[src/hw/rtl/fss_pkg.sv]
// Shared types, constants and bonus tables for the fuzzy subsequence scorer.
`default_nettype none
package fss_pkg;

  localparam int CHAR_W    = 8;
  localparam int SCORE_W   = 14;
  localparam int RUN_W     = 7;
  localparam int ADD_W     = 10;
  localparam int OP_W      = 2;

  localparam logic [SCORE_W-1:0] SCORE_MAX = 14'd16383;
  localparam logic [RUN_W-1:0]   RUN_MAX   = 7'd127;

  localparam int QUERY_DEPTH_DEF  = 64;
  localparam int HAYSTACK_MAX_DEF = 255;

  localparam logic [OP_W-1:0] OP_CLEAR  = 2'd0;
  localparam logic [OP_W-1:0] OP_APPEND = 2'd1;
  localparam logic [OP_W-1:0] OP_HAY    = 2'd2;
  localparam logic [OP_W-1:0] OP_END    = 2'd3;

  localparam logic [CHAR_W-1:0] CH_SPACE = 8'h20;
  localparam logic [CHAR_W-1:0] CH_SLASH = 8'h2f;
  localparam logic [CHAR_W-1:0] CH_DOT   = 8'h2e;
  localparam logic [CHAR_W-1:0] CH_UA    = 8'h41;
  localparam logic [CHAR_W-1:0] CH_UZ    = 8'h5a;
  localparam logic [CHAR_W-1:0] CASE_OFS = 8'd32;

  localparam logic [ADD_W-1:0] HIT_BASE  = 10'd10;
  localparam logic [ADD_W-1:0] HIT_START = 10'd15;
  localparam logic [ADD_W-1:0] HIT_SEP   = 10'd10;

  typedef struct packed {
    logic [OP_W-1:0]   op;
    logic [CHAR_W-1:0] ch;
  } cmd_t;

  typedef struct packed {
    logic [SCORE_W-1:0] score;
    logic               matched;
  } res_t;

  function automatic logic [CHAR_W-1:0] fold(input logic [CHAR_W-1:0] c);
    return (c >= CH_UA && c <= CH_UZ) ? c + CASE_OFS : c;
  endfunction

  // 50/(n+1) for n below 64
  function automatic logic [5:0] len_bonus(input logic [5:0] n);
    logic [5:0] b;
    case (n) inside
      6'd0:      b = 6'd50;
      6'd1:      b = 6'd25;
      6'd2:      b = 6'd16;
      6'd3:      b = 6'd12;
      6'd4:      b = 6'd10;
      6'd5:      b = 6'd8;
      6'd6:      b = 6'd7;
      6'd7:      b = 6'd6;
      [6'd8:6'd9]:   b = 6'd5;
      [6'd10:6'd11]: b = 6'd4;
      [6'd12:6'd15]: b = 6'd3;
      [6'd16:6'd24]: b = 6'd2;
      [6'd25:6'd49]: b = 6'd1;
      default:   b = 6'd0;
    endcase
    return b;
  endfunction

  // 10/(p+1) for p below 16
  function automatic logic [3:0] first_bonus(input logic [3:0] p);
    logic [3:0] b;
    case (p) inside
      4'd0:        b = 4'd10;
      4'd1:        b = 4'd5;
      4'd2:        b = 4'd3;
      [4'd3:4'd4]: b = 4'd2;
      [4'd5:4'd9]: b = 4'd1;
      default:     b = 4'd0;
    endcase
    return b;
  endfunction

endpackage
`default_nettype wire

[src/hw/rtl/fss_stream_if.sv]
// Valid/ready stream interface carrying one item of payload type T.
`default_nettype none
interface fss_stream_if #(parameter type T = logic);
  logic valid;
  logic ready;
  T     data;
  modport source(output valid, output data, input ready);
  modport sink(input valid, input data, output ready);
endinterface
`default_nettype wire

[src/hw/rtl/fss_ram.sv]
// Generic single-write, single-read RAM with registered read data.
`default_nettype none
module fss_ram #(
  parameter int WIDTH = 8,
  parameter int DEPTH = 64
) (
  input  wire logic                     clk,
  input  wire logic                     we,
  input  wire logic [$clog2(DEPTH)-1:0] waddr,
  input  wire logic [WIDTH-1:0]         wdata,
  input  wire logic [$clog2(DEPTH)-1:0] raddr,
  output logic      [WIDTH-1:0]         rdata
);
  logic [WIDTH-1:0] mem [DEPTH];

  always_ff @(posedge clk) begin
    if (we) begin
      mem[waddr] <= wdata;
    end
    rdata <= mem[raddr];
  end
endmodule
`default_nettype wire

[src/hw/rtl/fss_alu.sv]
// Shared saturating score adder.
`default_nettype none
module fss_alu (
  input  wire logic [fss_pkg::SCORE_W-1:0] a,
  input  wire logic [fss_pkg::ADD_W-1:0]   b,
  output logic      [fss_pkg::SCORE_W-1:0] y
);
  logic [fss_pkg::SCORE_W:0] sum;

  assign sum = {1'b0, a} + {{(fss_pkg::SCORE_W + 1 - fss_pkg::ADD_W){1'b0}}, b};
  assign y   = sum[fss_pkg::SCORE_W] ? fss_pkg::SCORE_MAX : sum[fss_pkg::SCORE_W-1:0];
endmodule
`default_nettype wire

[src/hw/rtl/fuzzy_subsequence_scorer.sv]
// Top level: fuzzy subsequence scorer sequencer with query RAM and shared adder.
//
//  channel  dir  payload               accepted when
//  cmd      in   op[1:0], ch[7:0]      cmd.valid & cmd.ready
//  result   out  score[13:0], matched  result.valid & result.ready
//
// Clear and append items are done on acceptance; haystack items go through a query RAM
// read, then compare and add through the shared adder; end items go through two bonus adds.
// An end item waits in its last step while the result register is still full.
// Reset (rst, synchronous) empties the query and the scan; the query RAM is
// not cleared. cmd.ready is low while an item is in work.
`default_nettype none
module fuzzy_subsequence_scorer #(
  parameter int QUERY_DEPTH  = fss_pkg::QUERY_DEPTH_DEF,
  parameter int HAYSTACK_MAX = fss_pkg::HAYSTACK_MAX_DEF
) (
  input wire logic      clk,
  input wire logic      rst,
  fss_stream_if.sink    cmd,
  fss_stream_if.source  result
);
  localparam int AW  = $clog2(QUERY_DEPTH);
  localparam int QLW = $clog2(QUERY_DEPTH + 1);
  localparam int HLW = $clog2(HAYSTACK_MAX + 1);

  localparam logic [1:0] S_IDLE = 2'd0;
  localparam logic [1:0] S_CMP  = 2'd1;
  localparam logic [1:0] S_END1 = 2'd2;
  localparam logic [1:0] S_END2 = 2'd3;

  logic [1:0]                    state;
  logic [QLW-1:0]                query_length;
  logic [QLW-1:0]                match_index;
  logic [fss_pkg::SCORE_W-1:0]   running_score;
  logic [fss_pkg::RUN_W-1:0]     run_length;
  logic                          first_hit_valid;
  logic [HLW-1:0]                first_hit_position;
  logic [HLW-1:0]                haystack_length;
  logic [fss_pkg::CHAR_W-1:0]    previous_char;
  logic [fss_pkg::CHAR_W-1:0]    cur_char;
  logic [fss_pkg::SCORE_W-1:0]   acc;
  logic                          res_valid;
  logic [fss_pkg::SCORE_W-1:0]   res_score;
  logic                          res_matched;

  logic                          accept;
  logic [fss_pkg::OP_W-1:0]      op;
  logic [fss_pkg::CHAR_W-1:0]    ch;
  logic                          ram_we;
  logic [fss_pkg::CHAR_W-1:0]    ram_rdata;
  logic                          can_hit;
  logic                          hit;
  logic                          sep;
  logic [fss_pkg::ADD_W-1:0]     run_x5;
  logic [fss_pkg::ADD_W-1:0]     hit_add;
  logic [fss_pkg::ADD_W-1:0]     len_add;
  logic [fss_pkg::ADD_W-1:0]     first_add;
  logic [fss_pkg::SCORE_W-1:0]   alu_a;
  logic [fss_pkg::ADD_W-1:0]     alu_b;
  logic [fss_pkg::SCORE_W-1:0]   alu_y;
  logic                          ok;
  logic                          end_fire;
  logic                          restart;

  assign op        = cmd.data.op;
  assign ch        = cmd.data.ch;
  assign cmd.ready = (state == S_IDLE);
  assign accept    = cmd.valid && cmd.ready;
  assign ram_we    = accept && (op == fss_pkg::OP_APPEND) &&
                     (query_length < QLW'(QUERY_DEPTH));

  fss_ram #(
    .WIDTH (fss_pkg::CHAR_W),
    .DEPTH (QUERY_DEPTH)
  ) u_query (
    .clk   (clk),
    .we    (ram_we),
    .waddr (query_length[AW-1:0]),
    .wdata (ch),
    .raddr (match_index[AW-1:0]),
    .rdata (ram_rdata)
  );

  assign can_hit = match_index < query_length;
  assign hit     = can_hit && (fss_pkg::fold(ram_rdata) == fss_pkg::fold(cur_char));
  assign sep     = (previous_char == fss_pkg::CH_SPACE) ||
                   (previous_char == fss_pkg::CH_SLASH) ||
                   (previous_char == fss_pkg::CH_DOT);
  assign run_x5  = ({3'b000, run_length} << 2) + {3'b000, run_length};

  always_comb begin
    hit_add = fss_pkg::HIT_BASE + run_x5;
    if (haystack_length == '0) begin
      hit_add = hit_add + fss_pkg::HIT_START;
    end else if (sep) begin
      hit_add = hit_add + fss_pkg::HIT_SEP;
    end
  end

  assign len_add   = (haystack_length < HLW'(50)) ?
                     {4'b0000, fss_pkg::len_bonus(haystack_length[5:0])} : '0;
  assign first_add = (first_hit_valid && first_hit_position < HLW'(10)) ?
                     {6'b000000, fss_pkg::first_bonus(first_hit_position[3:0])} : '0;

  always_comb begin
    alu_a = running_score;
    alu_b = hit_add;
    unique case (state)
      S_IDLE: alu_b = hit_add;
      S_CMP:  alu_b = hit_add;
      S_END1: alu_b = len_add;
      S_END2: begin
        alu_a = acc;
        alu_b = first_add;
      end
      default: alu_b = hit_add;
    endcase
  end

  fss_alu u_alu (
    .a (alu_a),
    .b (alu_b),
    .y (alu_y)
  );

  assign ok       = (query_length != '0) && (match_index >= query_length);
  assign end_fire = (state == S_END2) && (!res_valid || result.ready);
  assign restart  = (accept && (op == fss_pkg::OP_CLEAR || op == fss_pkg::OP_APPEND)) ||
                    end_fire;

  always_ff @(posedge clk) begin
    if (rst) begin
      state              <= S_IDLE;
      query_length       <= '0;
      match_index        <= '0;
      running_score      <= '0;
      run_length         <= '0;
      first_hit_valid    <= 1'b0;
      first_hit_position <= '0;
      haystack_length    <= '0;
      previous_char      <= '0;
      res_valid          <= 1'b0;
    end else begin
      if (end_fire) begin
        res_valid <= 1'b1;
      end else if (result.ready) begin
        res_valid <= 1'b0;
      end
      unique case (state)
        S_IDLE: begin
          if (accept) begin
            unique case (op)
              fss_pkg::OP_CLEAR:  query_length <= '0;
              fss_pkg::OP_APPEND: begin
                if (ram_we) begin
                  query_length <= query_length + 1'b1;
                end
              end
              fss_pkg::OP_HAY: begin
                cur_char <= ch;
                state    <= S_CMP;
              end
              fss_pkg::OP_END: state <= S_END1;
              default: state <= S_IDLE;
            endcase
          end
        end
        S_CMP: begin
          if (hit) begin
            running_score <= alu_y;
            match_index   <= match_index + 1'b1;
            if (run_length < fss_pkg::RUN_MAX) begin
              run_length <= run_length + 1'b1;
            end
            if (!first_hit_valid) begin
              first_hit_valid    <= 1'b1;
              first_hit_position <= haystack_length;
            end
          end else if (can_hit) begin
            run_length <= '0;
          end
          if (haystack_length < HLW'(HAYSTACK_MAX)) begin
            haystack_length <= haystack_length + 1'b1;
          end
          previous_char <= cur_char;
          state         <= S_IDLE;
        end
        S_END1: begin
          acc   <= alu_y;
          state <= S_END2;
        end
        S_END2: begin
          if (end_fire) begin
            res_score   <= ok ? alu_y : '0;
            res_matched <= ok;
            state       <= S_IDLE;
          end
        end
        default: state <= S_IDLE;
      endcase
      if (restart) begin
        match_index        <= '0;
        running_score      <= '0;
        run_length         <= '0;
        first_hit_valid    <= 1'b0;
        first_hit_position <= '0;
        haystack_length    <= '0;
        previous_char      <= '0;
      end
    end
  end

  assign result.valid        = res_valid;
  assign result.data.score   = res_score;
  assign result.data.matched = res_matched;
endmodule
`default_nettype wire

[src/flat_wrapper.sv]
// flat-port wrapper written by rule: the top's interface ports become plain ports
module fuzzy_subsequence_scorer_flat 
#(
  parameter int QUERY_DEPTH  = fss_pkg::QUERY_DEPTH_DEF,
  parameter int HAYSTACK_MAX = fss_pkg::HAYSTACK_MAX_DEF
)
  (clk, rst, cmd_valid, cmd_data, cmd_ready, result_valid, result_data, result_ready);
  fss_stream_if #(.T(fss_pkg::cmd_t)) cmd_i ();
  fss_stream_if #(.T(fss_pkg::res_t)) result_i ();
  input wire logic clk;
  input wire logic rst;
  input wire logic [$bits(cmd_i.valid)-1:0] cmd_valid;
  input wire logic [$bits(cmd_i.data)-1:0] cmd_data;
  output wire logic [$bits(cmd_i.ready)-1:0] cmd_ready;
  output wire logic [$bits(result_i.valid)-1:0] result_valid;
  output wire logic [$bits(result_i.data)-1:0] result_data;
  input wire logic [$bits(result_i.ready)-1:0] result_ready;
  assign cmd_i.valid = cmd_valid;
  assign cmd_i.data = cmd_data;
  assign cmd_ready = cmd_i.ready;
  assign result_valid = result_i.valid;
  assign result_data = result_i.data;
  assign result_i.ready = result_ready;
  fuzzy_subsequence_scorer #(.QUERY_DEPTH(QUERY_DEPTH), .HAYSTACK_MAX(HAYSTACK_MAX)) u_core (.clk(clk), .rst(rst), .cmd(cmd_i), .result(result_i));
endmodule
[config.mk]
export PLATFORM = sky130hd
export DESIGN_NAME = fuzzy_subsequence_scorer_flat
export DESIGN_NICKNAME = d
export VERILOG_FILES = /design/src/hw/rtl/fss_pkg.sv /design/src/hw/rtl/fss_stream_if.sv /design/src/hw/rtl/fss_ram.sv /design/src/hw/rtl/fss_alu.sv /design/src/hw/rtl/fuzzy_subsequence_scorer.sv /design/src/flat_wrapper.sv
export SDC_FILE = /design/constraint.sdc
export NUM_CORES = 1
export LEC_CHECK = 0
export BUFFER_PORTS_ARGS = -buffer_cell sky130_fd_sc_hd__clkbuf_2
export CELL_PAD_IN_SITES_DETAIL_PLACEMENT = 0
export CELL_PAD_IN_SITES_GLOBAL_PLACEMENT = 1
export CORE_ASPECT_RATIO = 0.8
export CORE_MARGIN = 8
export CORE_UTILIZATION = 30
export DETAILED_ROUTE_END_ITERATION = 7
export GPL_ROUTABILITY_DRIVEN = 0
export PLACE_DENSITY = 0.57
export SLEW_MARGIN = 0
export SYNTH_ARGS = -nofsm -noshare
export SYNTH_HDL_FRONTEND = slang
export SYNTH_SLANG_ARGS = --single-unit
[constraint.sdc]
create_clock -name clk -period 5.8 [get_ports clk]
set_clock_uncertainty 0.1 [all_clocks]
set_input_delay 0.87 -clock clk [delete_from_list [all_inputs] [get_ports clk]]
set_output_delay 0.87 -clock clk [all_outputs]
set_load 0.01 [all_outputs]
After elaboration in Yosys (flattened, before gate mapping)
Memory sizes are Yosys's and may differ from the RTL's. A register that Yosys moved wholly into a read port is not among the register bits.
Cells that the tools add are included.
Storage, ports and cells
  RAM bits: 512
  output and inout port bits: 17
  input port bits: 14
  register bits after elaboration: 100
  memories kept: 1
  word-level logic and storage cells: 160
Memories
  u_core.u_query.mem: depth 64, width 8, rd ports 1, clocked after Yosys merged registers in 1, write ports 1, RTL line fss_ram.sv:14  | logic [WIDTH-1:0] mem [DEPTH];
Cells by class
  order comparisons: 25
  add/subtract/negate cells: 11
  reduce and logical (&&, ||, !) cells: 43
  bitwise operators: 2
  mux-type cells: 40
  eq/ne operators: 24
Operator list (count)
  $mux W6: 13
  $pmux W10 S3: 1
  $mux W14: 2
  $mux W7: 4
  $eq A6 B3 Y1 const B: 4
  $eq A8 B6 Y1 const B: 3
  $add A7 B1 Y7 const B: 3
  $add A10 B4 Y10 const B: 2
  $mux W10: 2
  $mux W4: 5
  $ge A6 B4 Y1 const B: 3
  $le A6 B4 Y1 const B: 3
  $logic_and A1 B1 Y1: 17
  $add A8 B6 Y8 const B: 2
  $ge A8 B7 Y1 const B: 2
  $le A8 B7 Y1 const B: 2
  $mux W8: 2
  $add A14 B10 Y15: 1
  $lt A7 B7 Y1 const B: 2
  $pmux W7 S2: 1
  $eq A6 B2 Y1 const B: 2
  $ge A6 B5 Y1 const B: 2
  $reduce_and A3 Y1: 4
  $add A4 B10 Y10 const A: 1
  38 further kinds: 62

Depth between registers and ports, before layout
Gate-level depths: netlist of the first run.
  depth in word-level cells: 19
  gate-level depth with buffers: 20
  depth with buffers taken out: 19

Modules after synthesis
From an unflattened synthesis of the first run, not the netlist that was laid out.
Unflattened totals
  cell total of the unflattened synthesis: 1639
  area, all modules: 26456.6 µm²
Modules (own cells, without submodules)
  fss_ram: seq. area each 15534.9 µm², cells each 940, times used 1, area an instance 20166.8 µm²
  fuzzy_subsequence_scorer: seq. area each 2372.3 µm², cells each 620, times used 1, area an instance 5666.7 µm²
  fss_alu: seq. area each 0.0 µm², cells each 79, times used 1, area an instance 623.1 µm²

Worst setup path after synthesis of the first run
Ideal clock, no wire load.
  kind: flip-flop to flip-flop
  from: register u_core.run_length[1] in the netlist's numbering
  to: register u_core.res_score[6] in the netlist's numbering, data pin
  required time: 5.434 ns
  cell stages (with the launch flop): 19
  period minus slack after synthesis: 4.484 ns
  data arrival time: 4.118 ns
  setup time: 0.266 ns
  slack: 1.316 ns
  path buffers: 1
  cells stage by stage: dfxtp_1 -> inv_1 -> ha_1 -> inv_1 -> ha_1 -> a21o_1 -> a21oi_1 -> xnor2_1 -> nand3b_1 -> nor4_1 -> xnor2_1 -> nor2_1 -> ha_1 -> and2_1 -> a221oi_1 -> nand2b_1 -> buf_2 -> o21ai_0 -> nor2b_1
On the way
  cells in the longest elaborated chain, start to end: 8
  elaborated cells between the ends (all ways): 9
  classes of those cells: add/sub: 5; mux: 4
RTL lines
  start, declared: RTL line fuzzy_subsequence_scorer.sv:35  | logic [fss_pkg::RUN_W-1:0] run_length;
  start signal, assigned: RTL line fuzzy_subsequence_scorer.sv:173  | run_length <= run_length + 1'b1;
  $add A9 B7 Y10 *: RTL line fuzzy_subsequence_scorer.sv:89  | assign run_x5 = ({3'b000, run_length} << 2) + {3'b000, run_length};
  $add A4 B10 Y10 *: RTL line fuzzy_subsequence_scorer.sv:92  | hit_add = fss_pkg::HIT_BASE + run_x5;
  $add A10 B4 Y10: RTL line fuzzy_subsequence_scorer.sv:96  | hit_add = hit_add + fss_pkg::HIT_SEP;
  $mux W10: RTL line fuzzy_subsequence_scorer.sv:95  | end else if (sep) begin
  $mux W10 *: RTL line fuzzy_subsequence_scorer.sv:93  | if (haystack_length == '0) begin
  $pmux W10 S3 *: RTL line fuzzy_subsequence_scorer.sv:108  | unique case (state)
  $add A14 B10 Y15 *: RTL line fss_alu.sv:10  | assign sum = {1'b0, a} + {{(fss_pkg::SCORE_W + 1 - fss_pkg::ADD_W){1'b0}}, b};
  $mux W14 *: RTL line fss_alu.sv:11  | assign y = sum[fss_pkg::SCORE_W] ? fss_pkg::SCORE_MAX : sum[fss_pkg::SCORE_W-1:0];
  net u_core.alu_y (one bit): RTL line fuzzy_subsequence_scorer.sv:60  | logic [fss_pkg::SCORE_W-1:0] alu_y;
  end signal, assigned: RTL line fuzzy_subsequence_scorer.sv:194  | res_score <= ok ? alu_y : '0;
  end, declared: RTL line fuzzy_subsequence_scorer.sv:43  | logic [fss_pkg::SCORE_W-1:0] res_score;
Mark *: on every way through the listed nets, which the timed path passes. The rest lies on a longest branch.
A chain may end at the register's enable or synchronous reset.

Worst setup path in the final report of the first run
  from: register u_core.run_length[1] in the netlist's numbering
  to: register u_core.running_score[7] in the netlist's numbering
On the way
  cells in the longest elaborated chain, start to end: 8
  elaborated cells between the ends (all ways): 9
  classes of those cells: add/sub: 5; mux: 4
RTL lines
  $add A9 B7 Y10 *: RTL line fuzzy_subsequence_scorer.sv:89
  $add A4 B10 Y10 *: RTL line fuzzy_subsequence_scorer.sv:92
  $add A10 B4 Y10: RTL line fuzzy_subsequence_scorer.sv:96
  $mux W10: RTL line fuzzy_subsequence_scorer.sv:95
  $mux W10 *: RTL line fuzzy_subsequence_scorer.sv:93
  $pmux W10 S3 *: RTL line fuzzy_subsequence_scorer.sv:108
  $add A14 B10 Y15 *: RTL line fss_alu.sv:10
  $mux W14 *: RTL line fss_alu.sv:11
  net u_core.alu_y (one bit): RTL line fuzzy_subsequence_scorer.sv:60
  end signal, assigned: RTL line fuzzy_subsequence_scorer.sv:170  | running_score <= alu_y;
  end, declared: RTL line fuzzy_subsequence_scorer.sv:34  | logic [fss_pkg::SCORE_W-1:0] running_score;
Marks and branches as above.

==> run_results.csv, run 1 <==
group,metric,value,unit
detailed_routing,drt_wl_total,63.3,mm
synth,synth_ff_type,"edfxtp_1",
pwr,max-vdd-ir-drop,0.000228,V
detailed_routing,wl_per_cell,22.8,µm
global_routing,grt_pass1_wl,95.2,mm
pwr,power_leakage,0.00928,µW
worst_setup_path,crit_required,6210,ps
clock_network,cts_tree,"yes",
synth,synthCells,1524,
pwr,powerDensity,308,nW/µm²
worst_setup_path,cp_data_arrival_time,5710,ps
detailed_routing,ant_nets,0,
sta,hold_viol,0,
detailed_routing,vias,14000,
worst_setup_path,cp_cell_sequence,"inv_1 -> ha_1 -> inv_1 -> ha_1 -> a21o_1 -> a21oi_1 -> xnor2_1 -> nand3b_1 -> nor2_1 -> xor2_1 -> nor2_1 -> ha_1 -> a21oi_1 -> o21ai_0 -> a221oi_1 -> buf_4 -> nand2b_1 -> o21ai_0 -> mux2_2 -> and2_1",
cells_and_area,syn_to_final_growth,14.7,%
synth,synthTopCellsByArea,"edfxtp_1 (63%), mux4_2 (15%), dfxtp_1 (5.5%)",
global_routing,grt_pass1_vias,14300,
worst_setup_path,cp_slowest_stage_delay,490,ps
floorplan,fp-row-count,96,
synth,ys_ff_latch,620,
global_routing,gr-usage-met3,2.09,%
worst_setup_path,critPathSlowestCell,"dfxtp_1",
sta,setup-tns-final,0,ps
detailed_routing,via_per_inst,5.02,
synth,synth_common_cells,"edfxtp_1 (549), mux4_2 (168), nor2_1 (135)",
flow_run,maxCapViolations,0,
detailed_routing,drc,0,
worst_setup_path,cp_top_family,"compound AO/OA/AOI/OAI gates",
cells_and_area,fin_nets,1659,
clock_network,clock_path_buffers,3,
clock_network,post_cts_resized,0,
outcome,status,"complete, no violations",
worst_setup_path,startpoint_type,"register",
synth,syn_area_per_cell,17.1,µm²
clock_network,cts_sinks,620,
synth,syn_nets,1582,
global_routing,grt_max_degree,66,
worst_setup_path,critPathKind,"register to register",
clock_network,insertion_delay,600,ps
clock_network,post-cts-setup-buffer-count,0,
floorplan,num_io_pins,31,
floorplan,start_util,30.3,%
sta,slew_headroom,23.3,%
synth,yosysMostFrequentCell,"edfxtp_1",
floorplan,die_h,280,µm
sta,rsz0062_at_grt,"false",
sta,min_period,5300,ps
global_routing,antenna_found_initial,2,
placed_design,dp_hpwl,40.4,mm
clock_network,cts_hold_buf,0,
floorplan,core_area,85900,µm²
global_routing,use_met2,19.8,%
sta,worst_slew_pin_slew,1150,ps
global_routing,gr-usage-all-layers,13.0,%
sta,drv_slew,0,
floorplan,die-area,96500,µm²
detailed_routing,drt_iter0_markers,1257,
clock_network,clk_pin_slew,60,ps
clock_network,tritoncts.num_buffers,67,
synth,yosys_warnings,0,
sta,setup_viol,0,
synth,synthDistinctLibCells,67,
global_routing,busiest_layer,"met2",
synth,synth_top_area_share,63.3,%
pwr,power,9200,µW
cells_and_area,drive_gt1_share,22.0,%
min_path,min_path_type,"register to register",
placed_design,io_buffers,30,
sta,clock.fmax,189,MHz
floorplan,die_w,345,µm
worst_setup_path,path_max_fanout,13,
synth,netlist_area,26000,µm²
detailed_routing,first_pass_iters,5,
synth,ys_seq_area_share,68.8,%
clock_network,root_buffer,"clkbuf_16",
worst_setup_path,endpoint_kind,"register",
sta,finalCritPeriodShare,91.4,%
cells_and_area,antenna_cells,0,
worst_setup_path,worst-path-buf-inv,3,
clock_network,htree_levels,3,
synth,synth_edf_count,549,
synth,async_flop_share,0,%
global_routing,overflow,0,
synth,synth_top_area_cell,"edfxtp_1",
global_routing,grt_use_met1,19.2,%
worst_setup_path,path_common_cell,"ha_1",
worst_setup_path,reg2reg_slack,500,ps
worst paths after layout:
| kind | cells after the start | startpoint | endpoint |
|---|---|---|---|
| setup / recovery | 20 | u_core.run_length[1]$_SDFFE_PP0P_ | u_core.running_score[7]$_SDFFE_PP0P_ |
| hold / removal | 2 | u_core.previous_char[7]$_SDFFE_PP0P_ | u_core.previous_char[7]$_SDFFE_PP0P_ |
| setup reg to reg | 20 | u_core.run_length[1]$_SDFFE_PP0P_ | u_core.running_score[7]$_SDFFE_PP0P_ |
| hold reg to reg | 2 | u_core.previous_char[7]$_SDFFE_PP0P_ | u_core.previous_char[7]$_SDFFE_PP0P_ |
stage by stage:
stage | instances | area, µm² | setup slack, ps | hold WS (ps) | utilization [%]
6_report | 2780 | 29900 | 499 | 361 | 34.8
5_1_grt | 2780 | 29900 | 8.96 | 380 | 34.8
4_1_cts | 2779 | 29900 | 448 | 364 | 34.8
2_1_floorplan | 1524 | 26000 | 1320 | 332 | -
3_5_place_dp | 2658 | 27700 | 468 | 356 | 32.3
3_3_place_gp | 2658 | 27700 | 664 | 345 | 32.3
layer usage:
metal / part of all wire, % / vias up
met5: 0 / -
met4: 1.8 / 0
met3: 4.6 / 76
met2: 45 / 340
met1: 49 / 7301
li1: - / 6246
state kept, by name, summed over array words and instances (netlist names):
signal / cells
u_core.u_query.mem: 512
u_core.first_hit_position: 8
u_core.previous_char: 8
u_core.first_hit_valid: 1
u_core.res_score: 14
u_core.u_query.rdata: 8
u_core.acc: 14
u_core.running_score: 14
u_core.haystack_length: 8
u_core.run_length: 7
u_core.state: 2
u_core.match_index: 7
u_core.result.valid: 1
u_core.query_length: 7
u_core.cur_char: 8
u_core.res_matched: 1
placed cells by master, fill, tap and decap left out, types with 21 or more instances in the layout:
master	n
a21oi_1	63
dfxtp_1	67
edfxtp_1	549
mux4_2	168
o21ai_0	28
nand3_1	29
ha_1	42
nand2_1	72
clkbuf_16	67
buf_4	49
nor3_1	21
inv_1	33
clkbuf_2	30
nor2_1	135
power breakdown:
part	total (µW)	switching [µW]	leakage (µW)	internal (µW)
clock network	4170	1750	0.00104	2430
registers	4870	10.2	0.00552	4860
logic	158	123	0.00273	35.6
total	9200	1880	0.00928	7320
worst min-delay path, delay by kind of cell, from the launching register on:
kind	cells	cell delay (ps)
AND/OR/NAND/NOR	1	50
AO/OA/AOI/OAI	1	50
flip-flops	1	310
final cells by class:
class / count / area [µm²]
Timing Repair Buffer: 81 / 546
Tap cell: 1127 / 1410
Fill cell: 8034 / 56000
Clock inverter: 35 / 383
Multi-Input combinational cell: 798 / 7730
Inverter: 33 / 124
Sequential cell: 620 / 17900
Clock buffer: 86 / 1760
kinds of logic (layout without fill, tap and decap cells):
family	count (synthesis)	count (layout)	share of synthesized area, %
muxes	196	196	15.7
xor gates and xnor gates	36	36	1.21
adders and majority gates	44	44	2.17
and+or+nand+nor	350	350	6.41
buffers and inverters	106	235	1.60
DFF	620	620	68.8
AOI/OAI and AO/OA	172	172	4.17
No activity file was read; power rests on OpenSTA's default activity.
==> inputs of run 2 (changes only) <==
Settings changed: CAP_MARGIN set to 20, CORE_UTILIZATION 30 to 55, PLACE_DENSITY 0.57 to 0.88.
==> run 2 against run 1 <==
First-iteration DRC count grew 35%; cell count down 19%; setup slack better by 110 ps; critical endpoint unchanged; register-to-register slack improved by 110 ps; clock power decreased by 12%; power fell by 5.8%; sequential cell count unchanged; hold slack got worse by 6.1 ps; maximum frequency increased by 2.2%.
==> run_results.csv, run 2 (synthesized netlist as in run 1, its figures left out) <==
group,metric,value,unit
floorplan,fp-row-count,71,
floorplan,die-area,54600,µm²
detailed_routing,via_per_inst,6.34,
detailed_routing,drt_wl_total,57.4,mm
sta,drv_slew,0,
detailed_routing,top_layer_used,"met5",
floorplan,start_util,55.5,%
detailed_routing,drc,0,
clock_network,post-cts-setup-buffer-count,0,
placed_design,dp_hpwl,35.2,mm
detailed_routing,drt_iter0_markers,1691,
worst_setup_path,worst-path-buf-inv,3,
sta,min_period,5190,ps
cells_and_area,regMostFlops,"u_core.u_query.mem",
worst_setup_path,cp_slowest_stage_delay,560,ps
floorplan,core_area,46900,µm²
cells_and_area,final_common_cell,"edfxtp_1",
cells_and_area,final_cell_mix,"edfxtp_1 (549), mux4_2 (168), nor2_1 (135), nand2_1 (72), dfxtp_1 (68)",
cells_and_area,final_cell_area,28800,µm²
sta,hold_viol,0,
worst_setup_path,endpoint_kind,"register",
pwr,powerDensity,301,nW/µm²
worst_setup_path,critPathKind,"register to register",
outcome,status,"complete, no violations",
clock_network,cts_tree,"yes",
clock_network,root_buffer,"clkbuf_16",
sta,worst_slew_pin_slew,1040,ps
placed_design,io_buffers,30,
floorplan,die_h,211,µm
sta,setup_viol,0,
cells_and_area,fill_cells,3305,
sta,clock.fmax,193,MHz
clock_network,cts_sinks,620,
flow_run,maxCapViolations,0,
placed_design,place_area,26900,µm²
sta,rsz0062_at_grt,"false",
clock_network,clock_path_buffers,3,
cells_and_area,largest_register_ffs,512,
clock_network,htree_levels,2,
sta,setup-tns-final,0,ps
clock_network,insertion_delay,640,ps
global_routing,antenna_found_initial,4,
floorplan,num_io_pins,31,
worst_setup_path,cp_top_family,"compound AO/OA/AOI/OAI gates",
sta,slew_headroom,30.9,%
detailed_routing,wl_met3,5.58,mm
floorplan,die_w,259,µm
clock_network,post_cts_resized,0,
worst_setup_path,cp_data_arrival_time,5610,ps
pwr,max-vdd-ir-drop,0.000262,V
worst_setup_path,cp_cell_sequence,"inv_1 -> ha_1 -> inv_1 -> ha_1 -> nor2b_1 -> o21a_1 -> o21ai_0 -> nand2_1 -> o311ai_0 -> xnor2_1 -> nor2_1 -> ha_1 -> and2_1 -> a221oi_1 -> buf_4 -> nand2b_1 -> o21ai_0 -> mux2_2 -> and2_1",
worst_setup_path,critPathSlowestCell,"o311ai_0",
global_routing,grt_pass1_vias,14100,
detailed_routing,ant_nets,0,
cells_and_area,post-route-util,61.3,%
sta,finalCritPeriodShare,89.4,%
worst_setup_path,reg2reg_depth,19,
worst_setup_path,path_max_fanout,13,
pwr,power_leakage,0.00899,µW
cells_and_area,antenna_cells,0,
detailed_routing,first_pass_iters,6,
worst_setup_path,crit_required,6220,ps
global_routing,grt_pass1_wl,87.2,mm
cells_and_area,fin_nets,1626,
global_routing,overflow,0,
detailed_routing,wl_met1,24.1,mm
clock_network,cts_hold_buf,0,
global_routing,grt_max_degree,66,
min_path,hold_depth,2,
worst_setup_path,startpoint_type,"register",
detailed_routing,met2WireLength,26.2,mm
clock_network,clk_pin_slew,60,ps
worst_setup_path,path_common_cell,"ha_1",
detailed_routing,wl_per_cell,25.6,µm
cells_and_area,syn_to_final_growth,10.4,%
sta,whs,355,ps
min_path,min_path_type,"register to register",
global_routing,gr-usage-all-layers,21.0,%
worst_setup_path,path_depth,19,
detailed_routing,vias,14200,
clock_network,tritoncts.num_buffers,58,
cells_and_area,drive_gt1_share,20.5,%
-- run 2: cell types whose count changed in the layout (fill, tap and decap cells not counted), moves of 2 or more --
cell        change
bufinv_16       -3
clkinv_4        +2
inv_6           -2
clkinv_1        +2
clkbuf_1        -5
clkinv_2        +2
buf_4          -25
clkinv_8        -3
clkinvlp_4      +5
clkbuf_16       -9
-- run 2: routing by layer --
metal | up-vias | global-route usage (%)
li1 | 6166 | -
met1 | 7219 | 31.0
met2 | 693 | 31.5
met3 | 110 | 4.87
met4 | 8 | 6.07
met5 | - | 0
-- run 2: layout make-up --
cell class | instances | area (µm²) | area share [%]
clock inverter | 39 | 329 | 1.14
timing repair buffer | 57 | 375 | 1.31
inverter | 33 | 124 | 0.431
tap | 620 | 776 | 2.70
clock buffer | 71 | 1500 | 5.22
sequential | 620 | 17900 | 62.3
multi-input combinational | 798 | 7730 | 26.9
-- run 2: worst reg2reg max path: cells and delay by family, from the launching register on --
kind                       cells  cell delay (ps)
muxes                          1              320
adders and majority gates      3              890
AOI/OAI and AO/OA              5             1640
DFF                            1              500
xor gates and xnor gates       1              190
and+or+nand+nor                6             1060
buffers and inverters          3              420
-- run 2: metrics by stage --
step           instances  setup slack (ps)  total power, µW
6_report            2238               614             8670
5_1_grt             2238               163             8890
4_1_cts             2237               674             8720
3_5_place_dp        2127               687             5110
3_3_place_gp        2126               801             5110
2_1_floorplan       1524              1320             5020
-- run 2: path summary, 6_finish.rpt --
check | startpoint | end | slack (ps)
worst max register to register | u_core.run_length[1]$_SDFFE_PP0P_ | u_core.running_score[7]$_SDFFE_PP0P_ | 610
worst min register to register | u_core.previous_char[5]$_SDFFE_PP0P_ | u_core.previous_char[5]$_SDFFE_PP0P_ | 360
worst max-delay path | u_core.run_length[1]$_SDFFE_PP0P_ | u_core.running_score[7]$_SDFFE_PP0P_ | 610
worst min-delay path | u_core.previous_char[5]$_SDFFE_PP0P_ | u_core.previous_char[5]$_SDFFE_PP0P_ | 360
-- run 2: report_power, final --
group          switching [µW]  internal, µW
logic                     117          34.3
clock network            1660          1990
registers                8.84          4860
